--- src/hw/rtl/irtd_pkg.sv ---
// shared types and constants for the interleaved rtp/tcp deframer
package irtd_pkg;

	localparam int unsigned HDR_LEN         = 12;
	localparam int unsigned FIFO_DEPTH_DFLT = 4;
	localparam logic [6:0]  STRIP_PT_RST    = 7'd96;
	localparam logic [7:0]  START_BYTE      = 8'h24;
	localparam logic [7:0]  CHAN_RTP        = 8'd0;
	localparam logic [7:0]  CHAN_RTCP       = 8'd1;

	typedef enum logic [2:0] {
		PH_DOLLAR  = 3'd0,
		PH_CHANNEL = 3'd1,
		PH_LEN_HI  = 3'd2,
		PH_LEN_LO  = 3'd3,
		PH_BODY    = 3'd4
	} phase_t;

	// one queue entry: a single beat, or the held byte 0 followed by byte 1
	typedef struct packed {
		logic       pair;
		logic [7:0] held;
		logic [7:0] data;
		logic       last;
		logic       hdr;
	} cmd_t;

endpackage

--- src/hw/rtl/irtd_front.sv ---
// frame parser: tracks framing state and queues the beats each byte produces
module irtd_front (
	input  logic              clk,
	input  logic              arst_n,
	input  logic              in_valid,
	output logic              in_stall,
	input  logic [7:0]        rx_byte,
	input  logic              chunk_end,
	input  logic              cfg_wr_en,
	input  logic [6:0]        cfg_wr_data,
	input  logic              q_full,
	output logic              q_push,
	output irtd_pkg::cmd_t    q_cmd
);
	import irtd_pkg::*;

	phase_t      phase_q, phase_n;
	logic [15:0] len_q, len_n;
	logic [15:0] pos_q, pos_n;
	logic [7:0]  held_q, held_n;
	logic        rtcp_q, rtcp_n;
	logic        strip_q, strip_n;
	logic        drop_q, drop_n;
	logic [6:0]  strip_pt_q;
	logic        accept;
	logic        last;
	logic        push;
	cmd_t        cmd;

	assign in_stall = q_full;
	assign accept   = in_valid && !q_full;
	assign last     = ({1'b0, pos_q} + 17'd1) == {1'b0, len_q};

	always_ff @(posedge clk or negedge arst_n) begin
		if (!arst_n) begin
			strip_pt_q <= STRIP_PT_RST;
		end else if (cfg_wr_en) begin
			strip_pt_q <= cfg_wr_data;
		end
	end

	always_ff @(posedge clk or negedge arst_n) begin
		if (!arst_n) begin
			phase_q <= PH_DOLLAR;
			len_q   <= '0;
			pos_q   <= '0;
			held_q  <= '0;
			rtcp_q  <= 1'b0;
			strip_q <= 1'b0;
			drop_q  <= 1'b0;
		end else if (accept) begin
			phase_q <= phase_n;
			len_q   <= len_n;
			pos_q   <= pos_n;
			held_q  <= held_n;
			rtcp_q  <= rtcp_n;
			strip_q <= strip_n;
			drop_q  <= drop_n;
		end
	end

	always_comb begin
		phase_n  = phase_q;
		len_n    = len_q;
		pos_n    = pos_q;
		held_n   = held_q;
		rtcp_n   = rtcp_q;
		strip_n  = strip_q;
		drop_n   = drop_q;
		push     = 1'b0;
		cmd.pair = 1'b0;
		cmd.held = held_q;
		cmd.data = rx_byte;
		cmd.last = last;
		cmd.hdr  = 1'b0;
		if (drop_q) begin
			if (chunk_end) begin
				drop_n  = 1'b0;
				phase_n = PH_DOLLAR;
				pos_n   = '0;
				strip_n = 1'b0;
				rtcp_n  = 1'b0;
			end
		end else begin
			unique case (phase_q)
				PH_CHANNEL: begin
					if (rx_byte == CHAN_RTP || rx_byte == CHAN_RTCP) begin
						rtcp_n  = (rx_byte == CHAN_RTCP);
						phase_n = PH_LEN_HI;
					end else begin
						phase_n = PH_DOLLAR;
						pos_n   = '0;
						strip_n = 1'b0;
						rtcp_n  = 1'b0;
						drop_n  = !chunk_end;
					end
				end
				PH_LEN_HI: begin
					len_n   = {rx_byte, 8'h00};
					phase_n = PH_LEN_LO;
				end
				PH_LEN_LO: begin
					len_n   = {len_q[15:8], rx_byte};
					pos_n   = '0;
					strip_n = 1'b0;
					if (len_n == 16'd0) begin
						phase_n = PH_DOLLAR;
						rtcp_n  = 1'b0;
					end else begin
						phase_n = PH_BODY;
					end
				end
				PH_BODY: begin
					if (!rtcp_q) begin
						if (pos_q == 16'd0) begin
							if (last) begin
								push = 1'b1;
							end else begin
								held_n = rx_byte;
							end
						end else if (pos_q == 16'd1) begin
							if (len_q >= 16'(HDR_LEN) && rx_byte[6:0] == strip_pt_q) begin
								strip_n = 1'b1;
							end else begin
								push     = 1'b1;
								cmd.pair = 1'b1;
							end
						end else if (!(strip_q && pos_q < 16'(HDR_LEN))) begin
							push    = 1'b1;
							cmd.hdr = strip_q;
						end
					end
					if (last) begin
						phase_n = PH_DOLLAR;
						pos_n   = '0;
						strip_n = 1'b0;
						rtcp_n  = 1'b0;
					end else begin
						pos_n = pos_q + 16'd1;
					end
				end
				default: begin
					if (rx_byte == START_BYTE) begin
						phase_n = PH_CHANNEL;
					end else begin
						phase_n = PH_DOLLAR;
						pos_n   = '0;
						strip_n = 1'b0;
						rtcp_n  = 1'b0;
						drop_n  = !chunk_end;
					end
				end
			endcase
		end
	end

	assign q_push = accept && push;
	assign q_cmd  = cmd;

endmodule

--- src/hw/rtl/irtd_fifo.sv ---
// short command queue between parser and output stage
module irtd_fifo #(
	parameter int unsigned DEPTH = irtd_pkg::FIFO_DEPTH_DFLT
) (
	input  logic           clk,
	input  logic           arst_n,
	input  logic           push,
	input  irtd_pkg::cmd_t wr_cmd,
	output logic           full,
	input  logic           pop,
	output irtd_pkg::cmd_t rd_cmd,
	output logic           empty
);
	import irtd_pkg::*;

	localparam int unsigned AW = (DEPTH > 1) ? $clog2(DEPTH) : 1;
	localparam int unsigned CW = $clog2(DEPTH + 1);

	cmd_t          mem_q [DEPTH];
	logic [AW-1:0] wr_ptr_q;
	logic [AW-1:0] rd_ptr_q;
	logic [CW-1:0] cnt_q;
	logic          do_push;
	logic          do_pop;

	assign full    = (cnt_q == CW'(DEPTH));
	assign empty   = (cnt_q == '0);
	assign do_push = push && !full;
	assign do_pop  = pop && !empty;
	assign rd_cmd  = mem_q[rd_ptr_q];

	always_ff @(posedge clk) begin
		if (do_push) begin
			mem_q[wr_ptr_q] <= wr_cmd;
		end
	end

	always_ff @(posedge clk or negedge arst_n) begin
		if (!arst_n) begin
			wr_ptr_q <= '0;
			rd_ptr_q <= '0;
			cnt_q    <= '0;
		end else begin
			if (do_push) begin
				wr_ptr_q <= (wr_ptr_q == AW'(DEPTH - 1)) ? '0 : wr_ptr_q + AW'(1);
			end
			if (do_pop) begin
				rd_ptr_q <= (rd_ptr_q == AW'(DEPTH - 1)) ? '0 : rd_ptr_q + AW'(1);
			end
			if (do_push && !do_pop) begin
				cnt_q <= cnt_q + CW'(1);
			end else if (do_pop && !do_push) begin
				cnt_q <= cnt_q - CW'(1);
			end
		end
	end

endmodule

--- src/hw/rtl/irtd_back.sv ---
// output stage: expands queued commands into beats behind an output register
module irtd_back (
	input  logic           clk,
	input  logic           arst_n,
	input  logic           q_empty,
	input  irtd_pkg::cmd_t q_cmd,
	output logic           q_pop,
	output logic           out_valid,
	input  logic           out_stall,
	output logic [7:0]     out_byte,
	output logic           frame_last,
	output logic           header_removed
);
	import irtd_pkg::*;

	logic       out_vld_q;
	logic [7:0] out_byte_q;
	logic       out_last_q;
	logic       out_hdr_q;
	logic       pend_q;
	logic [7:0] pend_byte_q;
	logic       pend_last_q;
	logic       load;

	assign load  = !out_vld_q || !out_stall;
	// second beat of a pair goes out before the next command is taken
	assign q_pop = load && !pend_q && !q_empty;

	always_ff @(posedge clk or negedge arst_n) begin
		if (!arst_n) begin
			out_vld_q <= 1'b0;
			pend_q    <= 1'b0;
		end else if (load) begin
			if (pend_q) begin
				out_vld_q <= 1'b1;
				pend_q    <= 1'b0;
			end else if (!q_empty) begin
				out_vld_q <= 1'b1;
				pend_q    <= q_cmd.pair;
			end else begin
				out_vld_q <= 1'b0;
			end
		end
	end

	always_ff @(posedge clk) begin
		if (load) begin
			if (pend_q) begin
				out_byte_q <= pend_byte_q;
				out_last_q <= pend_last_q;
				out_hdr_q  <= 1'b0;
			end else if (!q_empty) begin
				if (q_cmd.pair) begin
					out_byte_q  <= q_cmd.held;
					out_last_q  <= 1'b0;
					out_hdr_q   <= 1'b0;
					pend_byte_q <= q_cmd.data;
					pend_last_q <= q_cmd.last;
				end else begin
					out_byte_q <= q_cmd.data;
					out_last_q <= q_cmd.last;
					out_hdr_q  <= q_cmd.hdr;
				end
			end
		end
	end

	assign out_valid      = out_vld_q;
	assign out_byte       = out_byte_q;
	assign frame_last     = out_last_q;
	assign header_removed = out_hdr_q;

endmodule

--- src/hw/rtl/interleaved_rtp_tcp_deframer.sv ---
// top level of the interleaved rtp/tcp deframer
// Takes one stream byte per cycle and emits channel 0 frame bodies as byte beats, the
// final beat of a frame flagged, optionally with the 12-byte rtp header removed when the
// payload type matches the value written by cfg_wr_data (96 at reset) and the frame holds
// at least 12 bytes. A parser classifies each byte combinationally and pushes at most one
// command into a small queue; the output stage turns each command into one or two beats
// (byte 1 of an unstripped frame releases the held byte 0 as well). An emitted beat passes
// through the queue and then the output register. Input is accepted every cycle while the
// queue has room, and a full queue stalls input even in a cycle it is popped; the output
// stage sends one beat per cycle, so out_stall, plus one extra beat for each unstripped
// channel 0 frame of two or more bytes, is what backs up into in_stall.
module interleaved_rtp_tcp_deframer #(
	parameter int unsigned FIFO_DEPTH = irtd_pkg::FIFO_DEPTH_DFLT
) (
	input  logic       clk,
	input  logic       arst_n,
	input  logic       in_valid,
	output logic       in_stall,
	input  logic [7:0] rx_byte,
	input  logic       chunk_end,
	input  logic       cfg_wr_en,
	input  logic [6:0] cfg_wr_data,
	output logic       out_valid,
	input  logic       out_stall,
	output logic [7:0] out_byte,
	output logic       frame_last,
	output logic       header_removed
);
	import irtd_pkg::*;

	logic q_full;
	logic q_empty;
	logic q_push;
	logic q_pop;
	cmd_t wr_cmd;
	cmd_t rd_cmd;

	irtd_front u_front (
		.clk         (clk),
		.arst_n      (arst_n),
		.in_valid    (in_valid),
		.in_stall    (in_stall),
		.rx_byte     (rx_byte),
		.chunk_end   (chunk_end),
		.cfg_wr_en   (cfg_wr_en),
		.cfg_wr_data (cfg_wr_data),
		.q_full      (q_full),
		.q_push      (q_push),
		.q_cmd       (wr_cmd)
	);

	irtd_fifo #(
		.DEPTH (FIFO_DEPTH)
	) u_fifo (
		.clk    (clk),
		.arst_n (arst_n),
		.push   (q_push),
		.wr_cmd (wr_cmd),
		.full   (q_full),
		.pop    (q_pop),
		.rd_cmd (rd_cmd),
		.empty  (q_empty)
	);

	irtd_back u_back (
		.clk            (clk),
		.arst_n         (arst_n),
		.q_empty        (q_empty),
		.q_cmd          (rd_cmd),
		.q_pop          (q_pop),
		.out_valid      (out_valid),
		.out_stall      (out_stall),
		.out_byte       (out_byte),
		.frame_last     (frame_last),
		.header_removed (header_removed)
	);

endmodule
--- config.mk ---
export PLATFORM = sky130hd
export DESIGN_NAME = interleaved_rtp_tcp_deframer
export DESIGN_NICKNAME = d
export VERILOG_FILES = /design/src/hw/rtl/irtd_pkg.sv /design/src/hw/rtl/irtd_front.sv /design/src/hw/rtl/irtd_fifo.sv /design/src/hw/rtl/irtd_back.sv /design/src/hw/rtl/interleaved_rtp_tcp_deframer.sv
export SDC_FILE = /design/constraint.sdc
export NUM_CORES = 1
export LEC_CHECK = 0
export BUFFER_PORTS_ARGS = -buffer_cell sky130_fd_sc_hd__buf_2
export CAP_MARGIN = 0
export CELL_PAD_IN_SITES_DETAIL_PLACEMENT = 1
export CELL_PAD_IN_SITES_GLOBAL_PLACEMENT = 2
export CORE_ASPECT_RATIO = 0.9
export CORE_MARGIN = 2
export CORE_UTILIZATION = 40
export CTS_BUF_LIST = sky130_fd_sc_hd__clkbuf_8
export CTS_CLUSTER_SIZE = 10
export DETAILED_ROUTE_END_ITERATION = 16
export HOLD_SLACK_MARGIN = 0.03
export PLACE_DENSITY = 0.84
export SYNTH_ARGS = -nofsm -noshare
export SYNTH_HDL_FRONTEND = slang
export SYNTH_SLANG_ARGS = --single-unit
--- constraint.sdc ---
create_clock -name clk -period 8.39 [get_ports clk]
set_input_delay 0.4195 -clock clk [delete_from_list [all_inputs] [get_ports clk]]
set_output_delay 0.4195 -clock clk [all_outputs]
set_load 0.02 [all_outputs]
* Word-level counts from Yosys, hierarchy flattened
Memory sizes are Yosys's and may differ from the RTL's.
Cells that the tools add are included.
** Word-level totals
- Input bits :: 21
- Output and inout port bits :: 12
- Memories :: 1
- Bits in registers :: 81
- Word-level logic and storage cells :: 164
- Bits in writable memories :: 76
** Operators by class
- Eq/ne operators :: 23
- Muxes and demuxes :: 71
- Add/sub/neg operators :: 6
- Order comparisons :: 2
- Bitwise operators :: 6
- Reduce and logical (&&, ||, !) cells :: 36
** Memory list
- u_fifo.mem_q :: words 4, width 19, rd ports 1, clocked after memory_dff 0, write ports 1, RTL line irtd_fifo.sv:19 : cmd_t mem_q [DEPTH];
** Operators by type and width (count)
- 16-bit two-way mux :: 5
- 16-bit case mux with 4 select lines :: 1
- 1-bit two-way mux :: 48
- 16-bit logical NOT :: 2
- 16-bit case mux with 2 select lines :: 1
- 8-bit two-way mux :: 3
- 3-bit two-way mux :: 6
- 16-bit by 1-bit adder with 17-bit output (second input constant) :: 1
- 17-bit by 16-bit == test with 1-bit output :: 1
- 16-bit by 1-bit adder with 16-bit output (second input constant) :: 1
- 16-bit by 1-bit == test with 1-bit output (second input constant) :: 1
- 16-bit by 4-bit greater-or-equal comparator with 1-bit output (second input constant) :: 1
- 16-bit by 4-bit < comparator with 1-bit output (second input constant) :: 1
- 3-bit case mux with 4 select lines :: 1
- 6-bit AND reduction :: 2
- 1-bit logical AND :: 10
- 9-bit AND reduction :: 1
- 8-bit by 1-bit == test with 1-bit output (second input constant) :: 1
- 8-bit by 6-bit == test with 1-bit output (second input constant) :: 1
- 1-bit logical NOT :: 8
- 8-bit logical NOT :: 1
- 4-bit by 1-bit inequality test with 1-bit output (second input constant) :: 2
- 1-bit case mux with 4 select lines :: 2
- 4-bit AND reduction :: 2
- 25 further kinds :: 41

* Longest topological paths before layout
Gate-level depths: netlist of run 1.
- Depth after elaboration :: 14
- Gate-level depth with buffers :: 16
- Gate-level depth less buffers :: 15

* Cells and area by module
Synthesis of run 1 repeated with hierarchy kept, for this count alone.
** Second synthesis, totals
- Cells, all modules :: 561
- Area total of the unflattened synthesis :: 7583.5 sq um
** Modules (own cells, without submodules)
- irtd_front :: sequential area each 1328.8 sq um, area an instance 3503.4 sq um, instances 1, cells an instance 367
- irtd_fifo :: sequential area each 2457.4 sq um, area an instance 3178.0 sq um, instances 1, cells an instance 136
- irtd_back :: sequential area each 620.6 sq um, area an instance 902.1 sq um, instances 1, cells an instance 58

* Worst setup path after synthesis of run 1
No wires, ideal clock.
- Path kind :: reg2reg
- From :: register u_front.pos_q[0]
- To :: register u_fifo.cnt_q[2]
- Path slack :: 4.751 ns
- Cell stages (with the launch flop) :: 17
- Buffers on the path :: 1
- Arrival :: 3.560 ns
- Required time :: 8.311 ns
- Library setup time :: 0.079 ns
- Clock period less this slack :: 3.639 ns
- Cells stage by stage :: dfrtp_1 > buf_2 > inv_1 > ha_1 > xnor2_1 > nand2_1 > a31oi_1 > nand4_1 > or4_1 > or4_4 > a31oi_4 > ha_1 > inv_1 > fa_1 > xor2_1 > nor2_1 > xor2_1
** Between the ends
- Word-level cells in the longest chain between the ends :: 13
- Elaborated cells on any way between the ends :: 20
- Those cells by class :: add/sub (1); order compare (1); eq/ne (2); mux (8); reduce/logical (8)
** RTL lines
- start: declaration :: RTL line irtd_front.sv:19 : logic [15:0] pos_q, pos_n;
- start signal: assignment :: RTL line irtd_front.sv:54 : pos_q <= pos_n;
- parallel branches: the longest is 4 deep, another holds 16-bit by 1-bit adder with 17-bit output
- 1-bit two-way mux * :: RTL line irtd_front.sv:115 : if (pos_q == 16'd0) begin
- 1-bit two-way mux * :: RTL line irtd_front.sv:114 : if (!rtcp_q) begin
- 1-bit two-way mux * :: RTL line irtd_front.sv:85 : unique case (phase_q)
- 1-bit two-way mux * :: RTL line irtd_front.sv:76 : if (drop_q) begin
- 1-bit logical AND * :: RTL line irtd_front.sv:157 : assign q_push = accept && push;
- 1-bit logical AND * :: RTL line irtd_fifo.sv:28 : assign do_push = push && !full;
- named net u_fifo.do_push :: RTL line irtd_fifo.sv:23 : logic do_push;
- 1-bit logical NOT :: RTL line irtd_fifo.sv:52 : end else if (do_pop && !do_push) begin
- 1-bit logical AND :: RTL line irtd_fifo.sv:52
- 2-bit nonzero test (no line)
- end signal: assignment :: RTL line irtd_fifo.sv:51 : cnt_q <= cnt_q + CW'(1);
- end signal: assignment :: RTL line irtd_fifo.sv:53 : cnt_q <= cnt_q - CW'(1);
- end: declaration :: RTL line irtd_fifo.sv:22 : logic [CW-1:0] cnt_q;
Mark *: on every way through the listed nets, which the timed path passes.
A chain may end at the register's enable or synchronous reset.

* Final worst setup path of run 1
- From :: register u_front.pos_q[0]
- To :: memory u_fifo.mem_q[0][9] (netlist bit) (enable)
** Between the ends
- Word-level cells in the longest chain between the ends :: 12
- Elaborated cells on any way between the ends :: 17
- Those cells by class :: add/sub (1); order compare (1); eq/ne (2); mux (9); reduce/logical (4)
** RTL lines
- parallel branches: the longest is 4 deep, another holds 16-bit by 1-bit adder with 17-bit output
- 1-bit two-way mux * :: RTL line irtd_front.sv:115
- 1-bit two-way mux * :: RTL line irtd_front.sv:114
- 1-bit two-way mux * :: RTL line irtd_front.sv:85
- 1-bit two-way mux * :: RTL line irtd_front.sv:76
- 1-bit logical AND * :: RTL line irtd_front.sv:157
- 1-bit logical AND * :: RTL line irtd_fifo.sv:28
- named net u_fifo.do_push :: RTL line irtd_fifo.sv:23
- 1-bit two-way mux * :: RTL line irtd_fifo.sv:33 : if (do_push) begin
- 1-bit two-way mux (implied by the code) * :: RTL line irtd_fifo.sv:34 : mem_q[wr_ptr_q] <= wr_cmd;
- end: declaration :: RTL line irtd_fifo.sv:19
Marked as above.

==> results.cfg, run 1 <==
[cts]
cts_setup_buffers = 0
htreeDepth = 4
clock_latency_ns = 0.46
post_cts_resize_count = 0
clk_pin_slew_ns = 0.09
cts_hold_buf = 0
numClockSinks = 157
root_buffer = clkbuf_8
clock_path_buffers = 2
cts_made_buffers = 17
cts_tree = done

[timing]
hold_violations = 0
fin_crit_ns = 4.311
holdWs_ns = 0.1074
timing.final.crit_share_pct = 51.38
finalMaxSlewViolations = 0
setup_viol = 0
fin_skew_ns = 0.01491
rsz0062_at_grt = no
fmax_mhz = 232.0
finalSetupTns_ns = 0
relSlewSlack_pct = 24.70
timing.final.ws_setup_ns = 4.079
worstMarginPinSlew_ns = 1.127

[logic_synthesis]
yosysWarningCount = 0
synthesis.area_um2 = 7476
synth_cells = 574
yosysSeqAreaShare_pct = 58.95
synth_fp_nets = 605
synth_cell_type_count = 65
synth-async-reset-ratio_pct = 39.49
synth_flop_cell = edfxtp_1
synth_top_area_share_pct = 38.16
avgSynthCellArea_um2 = 13.02
synth_top_cell_by_area = edfxtp_1
synth.area.top_cells = edfxtp_1 (38%), dfrtp_1 (20%), mux4_2 (5.7%), nand2_1 (3.3%), mux2_2 (2.6%)
ys_ff_latch = 157
synth_edf_count = 95

[drt]
first_pass_iters = 5
ant_nets = 0
num_vias = 4708
vias_per_cell = 5.545
drc = 0
drt-total-wl_um = 17610
drt_iter0_drc = 371
post_drt_wl_per_cell_um = 20.74

[floorplanning]
die_w_um = 148.1
dieArea_um2 = 19800
die_y_um = 133.7
start_util_pct = 40.75
placementRows = 47
num_io_pins = 33
fp.coreArea_um2 = 18350

[global_route]
grt_pass1_vias = 4949
grt_max_degree = 63
grt_antenna_before_repair = 0
grt_overflow = 0
grt.total_usage_pct = 18.75
grt_pass1_wl_um = 28290

[setup_path]
crit_start = u_front.pos_q[0]
rr_worst_depth = 9
r2r_end = u_fifo.mem_q[0][9]
required_ns = 8.46
setup.worst_path.end_class = flop
regToRegSetupSlack_ns = 4.08
worstPathMaxFanout = 19
timing.rr.start = u_front.pos_q[0]
cpPeakStageDelay_ns = 0.89
critPathLaunchType = flop
cp_slowest_cell = and2_1
critical_path.top_delay_family = simple AND/OR/NAND/NOR gates
critPathBufInv = 0
crit_type = flop to flop
critical_path.cell_chain = ha_1, and3_4, nand4_4, xnor2_2, nand4_1, or4_1, or4_4, a31oi_4, and2_1
critPathArrivalTime_ns = 4.38

[finish]
fillers = 1930
regArea_um2 = 4407
antenna_cells = 0
final_cell_mix = edfxtp_1 (95), nand2_1 (65), dfrtp_1 (60)
fin_nets = 622
multiInputGateArea_um2 = 2833
area_growth_pct = 9.523
drive_above_1_share_pct = 22.02
layout_commonest_cell = edfxtp_1

[power_and_ir_drop]
p_int_uw = 1354
comb_power_share_pct = 19.7
power_frac_seq_pct = 49.9
p_clk_share_pct = 30.5
p_switching_uw = 591.8
vdd_drop_max_mv = 0.1229
pwr_density_cell_nw_per_um2 = 237.6
p_leak_uw = 0.003025
swShare_pct = 30.42

[placement]
gp_congestion = 0.8268
pre_cts_slack_ns = 4.065
portBuffers = 32
post-dp-hpwl_um = 12040

[flow_run]
maxCapViolCount = 0

[status]
status = finished clean

[worst_hold_path]
hold_path_class = input port to async pin
[worst max-delay path by stage]
stage	endpoint	cells after the start
after floorplan	u_fifo.cnt_q[2]	16
after global routing	u_fifo.mem_q[2][17]	9
after global placement	u_fifo.mem_q[0][12]	9
after detailed placement	u_fifo.mem_q[2][12]	9
after CTS	u_fifo.mem_q[2][17]	9
final	u_fifo.mem_q[0][9]	9
[power by group through the flow]
stage | Combinational (uW) | Sequential, uW | Clock, uW
6_report | 382 | 970 | 593
5_1_grt | 420 | 980 | 635
4_1_cts | 390 | 972 | 607
3_5_place_dp | 387 | 988 | 0
3_3_place_gp | 375 | 983 | 0
2_1_floorplan | 261 | 986 | 0
[per-stage QoR]
step | total power (uW) | area (um2) | utilization [%] | std cells
after CTS | 1969 | 8188 | 44.63 | 849
after floorplan | 1247 | 7476 | - | 574
after global placement | 1358 | 7777 | 42.39 | 817
final | 1946 | 8188 | 44.63 | 849
after detailed placement | 1375 | 7777 | 42.39 | 817
after global routing | 2034 | 8188 | 44.63 | 849
[final cells by class]
class,count,area share (%)
flip-flops and latches,157,53.82
well taps,245,3.744
inverters,15,0.6877
clock inverters,15,2.155
multi-input cells,366,34.60
repair buffers,34,2.139
clock buffers,17,2.858
[Yosys cell counts, drive strengths merged (2+ instances only)]
| master | instances |
|---|---|
| dfrtp | 60 |
| buf | 18 |
| or3 | 3 |
| and2 | 9 |
| nand3b | 3 |
| nand2 | 65 |
| xnor2 | 16 |
| o31ai | 5 |
| and4 | 2 |
| nand3 | 21 |
| o311a | 2 |
| xor2 | 10 |
| nor2b | 2 |
| nor2 | 18 |
| a21oi | 14 |
| and4b | 2 |
| clkbuf | 18 |
| nand4 | 12 |
| or4 | 9 |
| a31oi | 8 |
| nor3 | 13 |
| inv | 15 |
| o22ai | 6 |
| mux2 | 27 |
| and3 | 6 |
| nor4 | 12 |
| edfxtp | 95 |
| ha | 9 |
| or2 | 4 |
| a21o | 2 |
| mux2i | 9 |
| mux4 | 19 |
| a21boi | 3 |
| nand2b | 5 |
| dfstp | 2 |
| o21ai | 29 |
| o311ai | 4 |
| nor3b | 6 |
[logic make-up (layout without fill, tap and decap cells)]
family / after synthesis / after routing / share of synthesized area [%]
and+or+nand+nor: 194 / 194 / 14.49
DFF: 157 / 157 / 58.95
AOI/OAI and AO/OA: 81 / 81 / 6.979
muxes: 55 / 55 / 11.50
buffers and inverters: 51 / 81 / 3.163
xor gates and xnor gates: 26 / 26 / 3.147
adders and majority gates: 10 / 10 / 1.774
[per-layer routing]
metal	track usage (%)	wire, um	vias up
met2	30.30	8418	111
met1	25.93	8218	2392
met3	3.151	694	21
met5	0	0	-
met4	6.190	276	0
li1	-	-	2184
[worst register-to-register path, cell delays in order, from the launching register on]
cell	delay (ns)
dfrtp_1	0.54
ha_1	0.37
and3_4	0.30
nand4_4	0.14
xnor2_2	0.23
nand4_1	0.14
or4_1	0.44
or4_4	0.56
a31oi_4	0.32
and2_1	0.89
[state kept, by name, indices dropped and copies added (netlist names), 2 cells and up]
signal / flops
u_front.strip_pt_q: 7
u_fifo.cnt_q: 3
u_front.phase_q: 3
u_fifo.wr_ptr_q: 2
u_fifo.mem_q: 76
u_back.pend_byte_q: 8
u_front.held_q: 8
u_fifo.rd_ptr_q: 2
u_front.pos_q: 16
u_back.out_byte: 8
u_front.len_q: 16
Power figures use the tool's default switching activity.
==> inputs of run 2 (changes only) <==
- clock period: 8.39 -> 4.11 ns (I/O delays scaled with it)
==> results.cfg, run 2 (synthesized netlist as in run 1, its figures left out) <==
[placement]
pre_cts_slack_ns = 0.009711
post-dp-hpwl_um = 12410
dp.cells = 830
gp_congestion = 0.8673
portBuffers = 32

[drt]
num_vias = 4902
vias_per_cell = 5.570
drc = 0
drt_iter0_drc = 326
post_drt_wl_per_cell_um = 20.69
drt-total-wl_um = 18210
ant_nets = 0
first_pass_iters = 4

[cts]
cts_tree = done
cts_made_buffers = 17
htreeDepth = 4
clock_path_buffers = 2
clock_latency_ns = 0.45
numClockSinks = 157
clk_pin_slew_ns = 0.10
root_buffer = clkbuf_8

[floorplanning]
start_util_pct = 40.75
fp.coreArea_um2 = 18350
num_io_pins = 33
die_y_um = 133.7
die_w_um = 148.1
dieArea_um2 = 19800
placementRows = 47

[finish]
fin_nets = 653
finalNonFillerCells = 880
top_regs = u_fifo.mem_q: 76 flops, u_front.len_q: 16 flops, u_front.pos_q: 16 flops
antenna_cells = 0
drive_above_1_share_pct = 26.77
fillers = 1923
regMostFlops = u_fifo.mem_q
largest_reg_flops = 76
area_growth_pct = 13.66
layout_commonest_cell = edfxtp_1
final_cell_mix = edfxtp_1 (95), nand2_1 (65), dfrtp_1 (50)

[timing]
timing.final.ws_setup_ns = 0.1928
worstMarginPinSlew_ns = 1.164
setup_viol = 0
fmax_mhz = 255.3
hold_violations = 0
finalMaxSlewViolations = 0
relSlewSlack_pct = 22.40
fin_crit_ns = 3.917
timing.final.crit_share_pct = 95.31
fin_skew_ns = 0.01681
finalSetupTns_ns = 0

[status]
status = finished clean

[setup_path]
critical_path.top_delay_family = simple AND/OR/NAND/NOR gates
critPathLaunchType = flop
cp_num_cells = 14
crit_type = flop to flop
rr_worst_depth = 14
required_ns = 4.47
critPathBufInv = 1
worstPathMaxFanout = 6
setup.worst_path.end_class = flop
cpPeakStageDelay_ns = 0.55
critical_path.cell_chain = ha_4, nand3_2, and2_1, o21ai_1, o311ai_0, or4_1, or4_4, a31oi_4, ha_2, inv_1, fa_1, xor2_1, nor2_1, xor2_1
crit_top_cell = xor2_1
cp_slowest_cell = or4_4
critPathArrivalTime_ns = 4.28

[global_route]
grt_use_met3_pct = 4.315
grt_pass1_wl_um = 28880
top_usage_layer = met2
grt_overflow = 0
grt_antenna_before_repair = 0
grt_pass1_vias = 5257
grt_use_met1_pct = 25.03
grtUsageMet2_pct = 31.71
grt_max_degree = 63
grt.total_usage_pct = 19.27

[worst_hold_path]
holdPathStages = 1
hold_path_class = input port to flop

[power_and_ir_drop]
p_leak_uw = 0.003145
pwr_density_cell_nw_per_um2 = 470.4
vdd_drop_max_mv = 0.2273

[flow_run]
maxCapViolCount = 0
-- run 2: cell types whose count changed in the layout (fill, tap and decap cells not counted), sizes merged --
cell         before  now
clkinvlp          0    2
clkinv            4    3
buf              34   55
inv              24   23
dlygate4sd3       0   10
-- run 2: through the flow --
stage	util, %	total power [uW]	hold slack [ns]	cell area [um2]
2_1_floorplan	-	2546	-0.09009	7476
3_3_place_gp	42.92	2772	0.4011	7875
3_5_place_dp	42.92	2835	0.4269	7875
4_1_cts	45.72	4041	0.06527	8388
5_1_grt	46.31	4172	0.07305	8497
6_report	46.31	3997	0.09250	8497
-- run 2: repair_timing --
action	in CTS	in global routing
cloned	0	0
hold buffers	10	0
hold endpoints to repair	70	0
gates resized for setup	2	15
buffers inserted	0	8
setup endpoints to repair	1	1
pin swaps	0	1
-- run 2: where the power goes --
group          switching, uW  leakage [uW]  internal (uW)
combinational            484       0.00128            368
clock                    636      0.000204            562
sequential              98.7       0.00166           1850
-- run 2: worst reg2reg max path, stage by stage, from the launching register on --
cell	delay, ns
dfrtp_2	0.44
ha_4	0.19
nand3_2	0.15
and2_1	0.25
o21ai_1	0.15
o311ai_0	0.18
or4_1	0.51
or4_4	0.55
a31oi_4	0.21
ha_2	0.22
inv_1	0.06
fa_1	0.40
xor2_1	0.18
nor2_1	0.16
xor2_1	0.19
-- run 2: final timing paths --
path	startpoint	end	slack, ns
max	u_front.pos_q[1]	u_fifo.cnt_q[2]	0.19
max in group asynchronous	arst_n	u_front.pos_q[10]	3.02
min	rx_byte[3]	u_fifo.mem_q[1][5]	0.09
max reg2reg	u_front.pos_q[1]	u_fifo.cnt_q[2]	0.19
min in group asynchronous	arst_n	u_front.pos_q[9]	0.47
min reg2reg	u_front.len_q[0]	u_front.len_q[0]	0.53
-- run 2: final cells by class --
class	instances	area, um2	area share [%]
clock inverters	15	175.2	2.062
flip-flops and latches	157	4419	52.01
clock buffers	17	234.0	2.754
multi-input cells	366	2873	33.81
repair buffers	65	432.9	5.095
well taps	245	306.5	3.608
inverters	15	56.30	0.6626
-- run 2: layer usage --
| metal | vias to the layer above | wire length [um] |
|---|---|---|
| met5 | - | 0 |
| met4 | 0 | 377 |
| met3 | 25 | 691 |
| met2 | 108 | 9128 |
| met1 | 2525 | 8012 |
| li1 | 2244 | - |
